### src/sv/smc_pkg.sv
// Shared constants, word types and status struct for the spectral magnitude/centroid unit.
package smc_pkg;

    localparam int NUM_BINS           = 64;
    localparam int CENTROID_FRAC_BITS = 8;

    localparam int COMP_W     = 32;
    localparam int MAG_W      = 32;
    localparam int BIN_NUM_W  = 6;
    localparam int MEAN_W     = 32;
    localparam int CENT_W     = 14;
    localparam int CNT_W      = $clog2(NUM_BINS);
    localparam int MSUM_W     = MAG_W + CNT_W;
    localparam int WSUM_W     = MAG_W + 2 * CNT_W;
    localparam int RAD_W      = 2 * MAG_W;
    localparam int SQ_STEPS   = MAG_W;
    localparam int SQ_CNT_W   = $clog2(SQ_STEPS);
    localparam int DVD_W      = WSUM_W + CENTROID_FRAC_BITS;
    localparam int DVS_W      = MSUM_W;
    localparam int DIV_CNT_W  = $clog2(DVD_W);

    typedef struct packed {
        logic signed [COMP_W-1:0] bin_real;
        logic signed [COMP_W-1:0] bin_imag;
    } bin_word_t;

    typedef struct packed {
        logic [MAG_W-1:0]     bin_magnitude;
        logic [BIN_NUM_W-1:0] bin_number;
        logic                 block_done;
        logic [MEAN_W-1:0]    mean_magnitude;
        logic [CENT_W-1:0]    centroid;
        logic                 centroid_valid;
    } result_word_t;

    typedef struct packed {
        logic busy;
        logic done;
    } unit_sts_t;

endpackage

### src/sv/smc_isqrt.sv
// Digit-serial integer square root, two radicand bits per cycle.
module smc_isqrt
(
    input  logic                       clk,
    input  logic                       rst_n,
    input  logic                       start,
    input  logic [smc_pkg::RAD_W-1:0]  radicand,
    output smc_pkg::unit_sts_t         sts,
    output logic [smc_pkg::MAG_W-1:0]  root
);
    import smc_pkg::*;

    localparam int REM_W = MAG_W + 3;

    logic [RAD_W-1:0]    rad_reg;
    logic [REM_W-1:0]    rem_reg;
    logic [MAG_W-1:0]    root_reg;
    logic [SQ_CNT_W-1:0] cnt_reg;
    logic                run_reg;
    logic                done_reg;

    logic [REM_W-1:0] rem_shift;
    logic [REM_W-1:0] trial;
    logic             fits;

    assign rem_shift = {rem_reg[REM_W-3:0], rad_reg[RAD_W-1 -: 2]};
    assign trial     = {1'b0, root_reg, 2'b01};
    assign fits      = (rem_shift >= trial);

    always_ff @(posedge clk or negedge rst_n)
    begin
        if (!rst_n)
        begin
            run_reg  <= 1'b0;
            done_reg <= 1'b0;
            cnt_reg  <= '0;
        end
        else
        begin
            done_reg <= 1'b0;
            if (start)
            begin
                rad_reg  <= radicand;
                rem_reg  <= '0;
                root_reg <= '0;
                cnt_reg  <= SQ_CNT_W'(SQ_STEPS - 1);
                run_reg  <= 1'b1;
            end
            else if (run_reg)
            begin
                rad_reg <= {rad_reg[RAD_W-3:0], 2'b00};
                if (fits)
                begin
                    rem_reg  <= rem_shift - trial;
                    root_reg <= {root_reg[MAG_W-2:0], 1'b1};
                end
                else
                begin
                    rem_reg  <= rem_shift;
                    root_reg <= {root_reg[MAG_W-2:0], 1'b0};
                end
                if (cnt_reg == '0)
                begin
                    run_reg  <= 1'b0;
                    done_reg <= 1'b1;
                end
                else
                begin
                    cnt_reg <= cnt_reg - 1'b1;
                end
            end
        end
    end

    assign sts.busy = run_reg;
    assign sts.done = done_reg;
    assign root     = root_reg;

endmodule

### src/sv/smc_div.sv
// Bit-serial restoring divider, one quotient bit per cycle; shared by mean and centroid.
module smc_div
(
    input  logic                       clk,
    input  logic                       rst_n,
    input  logic                       start,
    input  logic [smc_pkg::DVD_W-1:0]  dividend,
    input  logic [smc_pkg::DVS_W-1:0]  divisor,
    output smc_pkg::unit_sts_t         sts,
    output logic [smc_pkg::DVD_W-1:0]  quotient
);
    import smc_pkg::*;

    // dvd_reg shifts the dividend out at the top and the quotient in at the bottom
    logic [DVD_W-1:0]     dvd_reg;
    logic [DVS_W-1:0]     dvs_reg;
    logic [DVS_W-1:0]     rem_reg;
    logic [DIV_CNT_W-1:0] cnt_reg;
    logic                 run_reg;
    logic                 done_reg;

    logic [DVS_W:0] rem_shift;
    logic [DVS_W:0] rem_diff;
    logic           fits;

    assign rem_shift = {rem_reg, dvd_reg[DVD_W-1]};
    assign fits      = (rem_shift >= {1'b0, dvs_reg});
    assign rem_diff  = rem_shift - {1'b0, dvs_reg};

    always_ff @(posedge clk or negedge rst_n)
    begin
        if (!rst_n)
        begin
            run_reg  <= 1'b0;
            done_reg <= 1'b0;
            cnt_reg  <= '0;
        end
        else
        begin
            done_reg <= 1'b0;
            if (start)
            begin
                dvd_reg <= dividend;
                dvs_reg <= divisor;
                rem_reg <= '0;
                cnt_reg <= DIV_CNT_W'(DVD_W - 1);
                run_reg <= 1'b1;
            end
            else if (run_reg)
            begin
                dvd_reg <= {dvd_reg[DVD_W-2:0], fits};
                rem_reg <= fits ? rem_diff[DVS_W-1:0] : rem_shift[DVS_W-1:0];
                if (cnt_reg == '0)
                begin
                    run_reg  <= 1'b0;
                    done_reg <= 1'b1;
                end
                else
                begin
                    cnt_reg <= cnt_reg - 1'b1;
                end
            end
        end
    end

    assign sts.busy = run_reg;
    assign sts.done = done_reg;
    assign quotient = dvd_reg;

endmodule

### src/sv/spectral_magnitude_centroid_unit.sv
// Spectral magnitude and centroid unit: top level with bin sequencer and accumulators.
// Per bin: two squares, the 32-step square root and the accumulate, then the result strobe.
// Last bin of a block: the serial divider then runs once for the mean and once for
// the centroid before the result strobe.
// A new bin is accepted only while idle; busy falls in the strobe cycle, results cannot stall.
// Reset: asynchronous, clears bin counter, both sums and the sequencer; no clearing pass.
module spectral_magnitude_centroid_unit
(
    input  logic                  clk,
    input  logic                  rst_n,
    input  logic                  start,
    output logic                  busy,
    input  smc_pkg::bin_word_t    sample,
    output logic                  strobe,
    output smc_pkg::result_word_t result
);
    import smc_pkg::*;

    typedef enum logic [3:0] {
        S_IDLE,
        S_SQ_RE,
        S_SQ_IM,
        S_ROOT_GO,
        S_ROOT,
        S_ACC,
        S_MEAN_GO,
        S_MEAN,
        S_CENT_GO,
        S_CENT
    } state_t;

    state_t          state_reg;
    logic [MAG_W-1:0]  re_abs_reg;
    logic [MAG_W-1:0]  im_abs_reg;
    logic [RAD_W-1:0]  sq_re_reg;
    logic [RAD_W-1:0]  sq_im_reg;
    logic [MAG_W-1:0]  mag_reg;
    logic [CNT_W-1:0]  bin_cnt_reg;
    logic [MSUM_W-1:0] msum_reg;
    logic [WSUM_W-1:0] wsum_reg;
    logic              strobe_reg;
    result_word_t      result_reg;

    logic [MSUM_W-1:0] msum_next;
    logic [WSUM_W-1:0] wsum_next;
    logic [MAG_W-1:0]  re_abs;
    logic [MAG_W-1:0]  im_abs;
    logic [MAG_W-1:0]  mul_a;
    logic [MAG_W-1:0]  mul_b;
    logic [RAD_W-1:0]  prod;
    logic              accept;
    logic              last_bin;

    logic              root_start;
    unit_sts_t         root_sts;
    logic [MAG_W-1:0]  root;
    logic              div_start;
    logic [DVD_W-1:0]  div_dividend;
    logic [DVS_W-1:0]  div_divisor;
    unit_sts_t         div_sts;
    logic [DVD_W-1:0]  quotient;

    assign accept   = start && !busy;
    assign busy     = (state_reg != S_IDLE);
    assign last_bin = (bin_cnt_reg == CNT_W'(NUM_BINS - 1));

    // most negative input wraps to 2^31, which is right as unsigned
    assign re_abs = sample.bin_real[COMP_W-1] ? (~sample.bin_real + 1'b1) : sample.bin_real;
    assign im_abs = sample.bin_imag[COMP_W-1] ? (~sample.bin_imag + 1'b1) : sample.bin_imag;

    // one shared multiplier: two squares, then magnitude times bin index
    always_comb
    begin
        case (state_reg)
            S_SQ_RE:
            begin
                mul_a = re_abs_reg;
                mul_b = re_abs_reg;
            end
            S_SQ_IM:
            begin
                mul_a = im_abs_reg;
                mul_b = im_abs_reg;
            end
            default:
            begin
                mul_a = mag_reg;
                mul_b = MAG_W'(bin_cnt_reg);
            end
        endcase
    end

    assign prod      = mul_a * mul_b;
    assign msum_next = msum_reg + MSUM_W'(mag_reg);
    assign wsum_next = wsum_reg + WSUM_W'(prod);

    assign root_start   = (state_reg == S_ROOT_GO);
    assign div_start    = (state_reg == S_MEAN_GO) || (state_reg == S_CENT_GO);
    assign div_dividend = (state_reg == S_CENT_GO)
                          ? (DVD_W'(wsum_reg) << CENTROID_FRAC_BITS)
                          : DVD_W'(msum_reg);
    assign div_divisor  = (state_reg == S_CENT_GO) ? msum_reg : DVS_W'(NUM_BINS);

    smc_isqrt u_isqrt
    (
        .clk      (clk),
        .rst_n    (rst_n),
        .start    (root_start),
        .radicand (sq_re_reg + sq_im_reg),
        .sts      (root_sts),
        .root     (root)
    );

    smc_div u_div
    (
        .clk      (clk),
        .rst_n    (rst_n),
        .start    (div_start),
        .dividend (div_dividend),
        .divisor  (div_divisor),
        .sts      (div_sts),
        .quotient (quotient)
    );

    always_ff @(posedge clk or negedge rst_n)
    begin
        if (!rst_n)
        begin
            state_reg   <= S_IDLE;
            bin_cnt_reg <= '0;
            msum_reg    <= '0;
            wsum_reg    <= '0;
            strobe_reg  <= 1'b0;
        end
        else
        begin
            strobe_reg <= 1'b0;
            case (state_reg)
                S_IDLE:
                begin
                    if (accept)
                    begin
                        re_abs_reg <= re_abs;
                        im_abs_reg <= im_abs;
                        state_reg  <= S_SQ_RE;
                    end
                end
                S_SQ_RE:
                begin
                    sq_re_reg <= prod;
                    state_reg <= S_SQ_IM;
                end
                S_SQ_IM:
                begin
                    sq_im_reg <= prod;
                    state_reg <= S_ROOT_GO;
                end
                S_ROOT_GO:
                begin
                    state_reg <= S_ROOT;
                end
                S_ROOT:
                begin
                    if (root_sts.done)
                    begin
                        mag_reg   <= root;
                        state_reg <= S_ACC;
                    end
                end
                S_ACC:
                begin
                    result_reg.bin_magnitude  <= mag_reg;
                    result_reg.bin_number     <= BIN_NUM_W'(bin_cnt_reg);
                    result_reg.block_done     <= last_bin;
                    result_reg.mean_magnitude <= '0;
                    result_reg.centroid       <= '0;
                    result_reg.centroid_valid <= 1'b0;
                    msum_reg <= msum_next;
                    wsum_reg <= wsum_next;
                    if (last_bin)
                    begin
                        state_reg <= S_MEAN_GO;
                    end
                    else
                    begin
                        bin_cnt_reg <= bin_cnt_reg + 1'b1;
                        strobe_reg  <= 1'b1;
                        state_reg   <= S_IDLE;
                    end
                end
                S_MEAN_GO:
                begin
                    state_reg <= S_MEAN;
                end
                S_MEAN:
                begin
                    if (div_sts.done)
                    begin
                        result_reg.mean_magnitude <= quotient[MEAN_W-1:0];
                        state_reg <= S_CENT_GO;
                    end
                end
                S_CENT_GO:
                begin
                    state_reg <= S_CENT;
                end
                S_CENT:
                begin
                    if (div_sts.done)
                    begin
                        // zero sum: divider output is junk, force centroid to 0
                        if (msum_reg != '0)
                        begin
                            result_reg.centroid       <= quotient[CENT_W-1:0];
                            result_reg.centroid_valid <= 1'b1;
                        end
                        bin_cnt_reg <= '0;
                        msum_reg    <= '0;
                        wsum_reg    <= '0;
                        strobe_reg  <= 1'b1;
                        state_reg   <= S_IDLE;
                    end
                end
                default:
                begin
                    state_reg <= S_IDLE;
                end
            endcase
        end
    end

    assign strobe = strobe_reg;
    assign result = result_reg;

    a_strobe_after_work: assert property (@(posedge clk) disable iff (!rst_n)
        strobe |-> $past(busy))
        else $error("result strobe without a bin in progress");

    a_root_done_in_wait: assert property (@(posedge clk) disable iff (!rst_n)
        root_sts.done |-> (state_reg == S_ROOT))
        else $error("square root finished outside its wait state");

    a_div_done_in_wait: assert property (@(posedge clk) disable iff (!rst_n)
        div_sts.done |-> (state_reg == S_MEAN) || (state_reg == S_CENT))
        else $error("divider finished outside a wait state");

    a_last_bin_number: assert property (@(posedge clk) disable iff (!rst_n)
        (strobe && result.block_done) |-> (result.bin_number == BIN_NUM_W'(NUM_BINS - 1)))
        else $error("block end flagged on a bin other than the last");

    a_mid_block_quiet: assert property (@(posedge clk) disable iff (!rst_n)
        (strobe && !result.block_done) |->
            (!result.centroid_valid && result.centroid == '0 && result.mean_magnitude == '0))
        else $error("block statistics on a bin that does not end a block");

endmodule
### config.mk
export PLATFORM = sky130hd
export DESIGN_NAME = spectral_magnitude_centroid_unit
export DESIGN_NICKNAME = d
export VERILOG_FILES = /design/src/sv/smc_pkg.sv /design/src/sv/smc_isqrt.sv /design/src/sv/smc_div.sv /design/src/sv/spectral_magnitude_centroid_unit.sv
export SDC_FILE = /design/constraint.sdc
export NUM_CORES = 2
export LEC_CHECK = 0
export ABC_AREA = 1
export BUFFER_PORTS_ARGS = -buffer_cell sky130_fd_sc_hd__buf_2
export CORE_MARGIN = 2
export CORE_UTILIZATION = 45
export CTS_CLUSTER_SIZE = 10
export DETAILED_ROUTE_END_ITERATION = 6
export PLACE_DENSITY_LB_ADDON = 0.3
export SYNTH_ARGS = -nofsm -noshare
export SYNTH_HDL_FRONTEND = slang
export SYNTH_SLANG_ARGS = --single-unit
### constraint.sdc
create_clock -name clk -period 8.4 [get_ports clk]
set_clock_uncertainty 0.15 [all_clocks]
set_input_delay 1.68 -clock clk [delete_from_list [all_inputs] [get_ports clk]]
set_output_delay 1.68 -clock clk [all_outputs]
set_load 0.05 [all_outputs]
# Word level (Yosys, flattened, before mapping)

Cells that the tools add are included.

Bits in registers: 677
Input port bits: 67
Output and inout port bits: 88
Word-level logic and storage cells: 144

Add/subtract/negate cells: 10
Multipliers: 1
Order comparisons: 2
Equality and inequality tests: 18
Multiplexer cells: 54
Bitwise logic cells: 2
Reduce and logical (&&, ||, !) cells: 27

Operator list:

| kind                                          | count |
|---|---|
| one-hot mux 32 bit (2 select lines)           | 3 |
| 2-to-1 mux 52 bit                             | 3 |
| 2-to-1 mux 64 bit                             | 2 |
| 2-to-1 mux 38 bit                             | 3 |
| one-hot mux 44 bit (2 select lines)           | 1 |
| one-hot mux 38 bit (2 select lines)           | 1 |
| 2-to-1 mux 35 bit                             | 2 |
| adder 32 x 1 -> 32 bit, second input constant | 2 |
| adder 64 bit                                  | 1 |
| multiplier 32 x 32 -> 64 bit                  | 1 |
| 2-to-1 mux 32 bit                             | 2 |
| inverter 32 bit                               | 2 |
| 2-to-1 mux 31 bit                             | 2 |
| adder 44 bit                                  | 1 |
| 2-to-1 mux 44 bit                             | 1 |
| one-hot mux 4 bit (10 select lines)           | 1 |
| greater-or-equal comparator 39 x 38 -> 1 bit  | 1 |
| adder 38 x 32 -> 38 bit                       | 1 |
| nonzero test 38 bit                           | 1 |
| subtractor 38 bit                             | 1 |
| greater-or-equal comparator 35 x 34 -> 1 bit  | 1 |
| subtractor 35 x 34 -> 35 bit                  | 1 |
| 2-to-1 mux 15 bit                             | 2 |
| 2-to-1 mux 6 bit                              | 5 |
| 28 further kinds                              | 73 |

# Longest topological paths before layout

Depth in word-level cells: 5
Gate-level depth with buffers: 51

# Hierarchy

A second synthesis with hierarchy kept.

Cells, all modules: 9549
Area total of the unflattened synthesis: 76424.5 um^2

By module, submodules not included:

| module                           | times used | cells each | area an instance (um^2) | sequential area each (um^2) |
|---|---|---|---|---|
| spectral_magnitude_centroid_unit | 1          | 7142       | 58393.5                 | 11636.2 |
| smc_div                          | 1          | 1237       | 9183.8                  | 4043.9 |
| smc_isqrt                        | 1          | 1170       | 8847.2                  | 4048.9 |

# Least setup slack after synthesis

OpenSTA, ideal clock, no wires.

Path kind: flip-flop to flip-flop
Start: reg state_reg[2]
End: reg wsum_reg[36]
Library setup time: 0.129 ns
Arrival: 8.500 ns
Data required time: 8.121 ns
Slack: -0.379 ns
Cell stages (with the launch flop): 42
Path buffers: 3
Period minus slack after synthesis: 8.779 ns
Cell sequence: dfrtp_1 nor2_4 nand2_4 buf_6 o22ai_2 a21oi_1 buf_2 nor2_1 inv_1 fa_1 inv_1 fa_1 fa_1 inv_1 fa_1 inv_1 fa_1 fa_1 [... 6 more ...] nor2_1 inv_1 nor3_1 inv_1 o21ai_0 a21oi_1 xnor2_1 ha_1 clkbuf_1 nand2_1 nor2_1 inv_1 nor4_1 nand3_1 nand3_1 a21oi_1 o21ai_0 o21ai_0

Longest elaborated chain between the ends: 5

Ends and longest elaborated chain:

| item                                                             | line                                    | text |
|---|---|---|
| start: declaration                                               | spectral_magnitude_centroid_unit.sv:32  | `state_t state_reg;` |
| start signal: assignment                                         | spectral_magnitude_centroid_unit.sv:129 | `state_reg <= S_IDLE;` |
| start signal: assignment                                         | spectral_magnitude_centroid_unit.sv:145 | `state_reg <= S_SQ_RE;` |
| start signal: assignment                                         | spectral_magnitude_centroid_unit.sv:151 | `state_reg <= S_SQ_IM;` |
| == test 4 x 2 -> 1 bit or == test 4 x 1 -> 1 bit (tied branches) | spectral_magnitude_centroid_unit.sv:74  | `case (state_reg)` |
| one-hot mux 32 bit (2 select lines)                              | spectral_magnitude_centroid_unit.sv:74  |  |
| multiplier 32 x 32 -> 64 bit (*)                                 | spectral_magnitude_centroid_unit.sv:93  | `assign prod = mul_a * mul_b;` |
| named net prod[34]                                               | spectral_magnitude_centroid_unit.sv:50  | `logic [RAD_W-1:0] prod;` |
| adder 44 bit (*)                                                 | spectral_magnitude_centroid_unit.sv:95  | `assign wsum_next = wsum_reg + WSUM_W'(prod);` |
| one-hot mux 44 bit (2 select lines) (*)                          | spectral_magnitude_centroid_unit.sv:138 | `case (state_reg)` |
| end signal: assignment                                           | spectral_magnitude_centroid_unit.sv:179 | `wsum_reg <= wsum_next;` |
| end: declaration                                                 | spectral_magnitude_centroid_unit.sv:40  | `logic [WSUM_W-1:0] wsum_reg;` |

The timed path passes the listed nets; every way through them passes the cells marked *.
A chain may end at the register's enable or synchronous reset.

# Worst setup path after layout

Start: reg state_reg[2]
End: reg wsum_reg[42]

The elaborated chain is that of the path after synthesis.

==> impl_metrics.py <==
metrics = {
    "run_status": {
        "status": "finished, violations left",
        "violations": "setup timing",
    },
    "job": {
        "drv_cap": 0,
    },
    "route": {
        "via_count": 66867,
        "wl_um": 277700,
        "wire_per_inst_um": 22.38,
        "dr.pass1.iters": 6,
        "drc": 0,
        "drt-initial-drc-count": 6788,
        "postRouteAntennaNets": 0,
        "vias_per_cell": 5.388,
    },
    "critical_path": {
        "crit_slowest_cell": "fa_2",
        "end_kind": "flop",
        "max_stage_delay_ns": 0.57,
        "crit_top_cell": "fa_1",
        "cp_top_family": "adder cells",
        "start_kind": "flop",
        "regToRegStartpoint": "state_reg[2]$_DFFE_PN0P_",
        "cp.arrival_ns": 9.82,
        "cp_num_buf_inv": 15,
        "crit_fanout": 6,
        "cp-startpoint": "state_reg[2]$_DFFE_PN0P_",
        "required_ns": 8.89,
        "criticalPathCategory": "flop to flop",
    },
    "place": {
        "globalplace.congestion": 1.005,
        "dp_hpwl_um": 229700,
        "dp_cells": 12147,
        "port_buffers": 154,
        "post_dp_cell_area_um2": 85520,
    },
    "sta": {
        "hold_violations": 0,
        "fin_ws_ns": -0.9326,
        "worst_pin_slew_ns": 1.236,
        "rsz0062_at_grt": "yes",
        "period_share_pct": 111.1,
        "fin_crit_ns": 9.333,
        "holdWs_ns": 0.3424,
        "finalSetupViolCount": 64,
        "maxClockFrequency_mhz": 107.2,
        "relSlewSlack_pct": 17.39,
        "report.final.slew_viol_count": 0,
    },
    "global_route": {
        "gr-total-overflow": 0,
        "grt_pass1_vias": 68064,
        "grt_max_degree": 103,
        "grt_first_pass_wirelength_um": 417000,
        "track_usage_pct": 32.65,
        "antenna_found_initial": 10,
    },
    "yosys": {
        "ys_seq_area_share_pct": 26.30,
        "async_flop_share_pct": 16.00,
        "synthFlopType": "edfxtp_1",
        "avgSynthCellArea_um2": 8.244,
        "ys_warn_count": 0,
        "synth_cell_type_count": 63,
        "netlist_area_um2": 75010,
        "synth_cells": 9098,
        "synth_nets": 10544,
        "synth_edf_count": 567,
        "synth-seq-cells": 675,
    },
    "cells_and_area": {
        "area.growth.synth_to_final_pct": 22.30,
        "fin_area_um2": 91730,
        "stdcell_count": 12411,
        "largest_reg_flops": 86,
        "final_layout_size_suffix_gt1_share_pct": 19.00,
        "finalNetCount": 11603,
    },
    "cts": {
        "clockBufferDepth": 3,
        "clkLatencyLatePin_ns": 0.69,
        "root_buffer": "clkbuf_16",
        "cts_buffers": 84,
        "h-tree-depth": 3,
        "clock_sinks": 675,
        "clk_pin_slew_ns": 0.06,
        "tritoncts": "done",
    },
    "floorplanning": {
        "start_util_pct": 45.41,
        "fp.dieW_um": 412.3,
        "core_um2": 165200,
        "fp.dieArea_um2": 170000,
        "row_count": 149,
        "pin_count": 155,
        "die_y_um": 412.3,
    },
    "power_and_ir_drop": {
        "switching_share_pct": 23.93,
        "power_mw": 7.552,
        "power.density_nw_per_um2": 82.32,
        "clockPowerShare_pct": 45.5,
        "power_frac_comb_pct": 5.9,
        "p_int_mw": 5.745,
        "sequentialPowerShare_pct": 48.6,
        "p_leak_nw": 42.86,
        "p_switching_mw": 1.807,
        "vdd_ir_drop_max_v": 0.0001393,
    },
    "min_path": {
        "hold_path.class": "flop to flop",
        "min_from": "u_isqrt.cnt_reg[4]$_DFFE_PN0P_",
    },
}
[power groups by stage]
stage | clock (mW) | combinational, mW | sequential (mW)
5_1_grt | 3.61 | 0.494 | 3.67
2_1_floorplan | 0 | 0.290 | 3.72
6_report | 3.44 | 0.445 | 3.67
3_5_place_dp | 0 | 0.437 | 3.73
3_3_place_gp | 0 | 0.432 | 3.73
4_1_cts | 3.49 | 0.440 | 3.67
[cell usage in the layout (no fill, tap or decap), types with 153 or more instances in the layout]
| cell | instances |
|---|---|
| ha_1 | 422 |
| inv_1 | 1877 |
| nand3_1 | 344 |
| nand2_1 | 1674 |
| fa_1 | 860 |
| buf_2 | 153 |
| nor2_1 | 1004 |
| edfxtp_1 | 567 |
| o21ai_0 | 309 |
| buf_4 | 945 |
| a21oi_1 | 356 |
[routing by layer]
| layer | up-vias | track usage, % | share of wire [%] |
|---|---|---|---|
| met5 | - | 0 | 0.017 |
| met1 | 32843 | 45.19 | 42 |
| met4 | 6 | 13.35 | 5.0 |
| li1 | 30641 | - | - |
| met2 | 2800 | 51.54 | 45 |
| met3 | 577 | 4.642 | 8.1 |
[synth_stat cells (all sizes together), types with 15 or more instances]
library cell	number	area (µm²)
a21boi	15	112.6
a21o	36	270.3
a21oi	441	2286
a22oi	32	240.2
a31oi	41	256.5
a41oi	32	280.3
buf	133	762.0
clkbuf	98	367.9
dfrtp	108	2703
edfxtp	567	17030
fa	899	18000
ha	480	6006
inv	1946	7310
nand2	1746	6616
nand3	371	1877
nand3b	30	225.2
nand4	62	387.9
nor2	1151	4372
nor3	87	456.7
nor4	18	112.6
o211ai	19	142.6
o21a	18	135.1
o21ai	378	1896
o21bai	51	382.9
o22ai	76	606.8
or2	26	162.7
xnor2	98	858.3
xor2	98	858.3
[path summary, 6_finish.rpt]
path	endpoint	slack, ns	cells after the start
min in group asynchronous	msum_reg[5]$_DFFE_PN0P_	0.78	1
max in group asynchronous	wsum_reg[12]$_DFFE_PN0P_	5.99	2
min reg2reg	u_isqrt.cnt_reg[4]$_DFFE_PN0P_	0.34	1
max reg2reg	wsum_reg[42]$_DFFE_PN0P_	-0.93	43
max	wsum_reg[42]$_DFFE_PN0P_	-0.93	43
min	u_isqrt.cnt_reg[4]$_DFFE_PN0P_	0.34	1
[layout make-up]
cell class / count / area (µm²)
clock buffer: 127 / 2295
fill: 15386 / 73440
multi-input combinational: 6241 / 49740
timing repair buffer: 1203 / 9597
sequential: 675 / 19730
inverter: 1952 / 7383
clock inverter: 22 / 239.0
tap: 2189 / 2739
antenna: 2 / 5.005
[cell families (layout without fill, tap and decap cells)]
group / count (synthesis) / count (layout) / synth area share, %
adders and majority gates: 1379 / 1379 / 32.00
xor gates and xnor gates: 196 / 196 / 2.289
muxes: 1 / 1 / 0.01501
AOI/OAI and AO/OA: 1166 / 1166 / 9.110
other: 1 / 3 / 0.005000
and+or+nand+nor: 3497 / 3498 / 19.00
buffers and inverters: 2183 / 3304 / 11.28
DFF: 675 / 675 / 26.30
[worst register-to-register path: cells and delay by family, from the launching register on]
| family | cells | cell delay [ns] |
|---|---|---|
| AOI/OAI and AO/OA | 6 | 0.80 |
| xor gates and xnor gates | 1 | 0.19 |
| adders and majority gates | 10 | 4.72 |
| buffers and inverters | 15 | 1.77 |
| DFF | 1 | 0.42 |
| and+or+nand+nor | 11 | 1.22 |
[metrics by stage]
stage	util (%)	TNS, ns	worst slack (ns)
6_report	55.54	-25.29	-0.9326
3_5_place_dp	51.77	-47.75	-1.467
5_1_grt	55.54	-47.78	-1.332
2_1_floorplan	-	-0.4742	-0.07716
3_3_place_gp	51.77	-44.83	-1.515
4_1_cts	54.25	-28.47	-0.9092
[what timing repair did]
action / in CTS / in global routing
hold buffers: 0 / 0
pin swaps: 58 / 137
endpoints found under the setup margin: 85 / 99
buffers inserted: 43 / 66
resized for setup: 312 / 376
cloned: 0 / 4
Power figures use the tool's default switching activity.
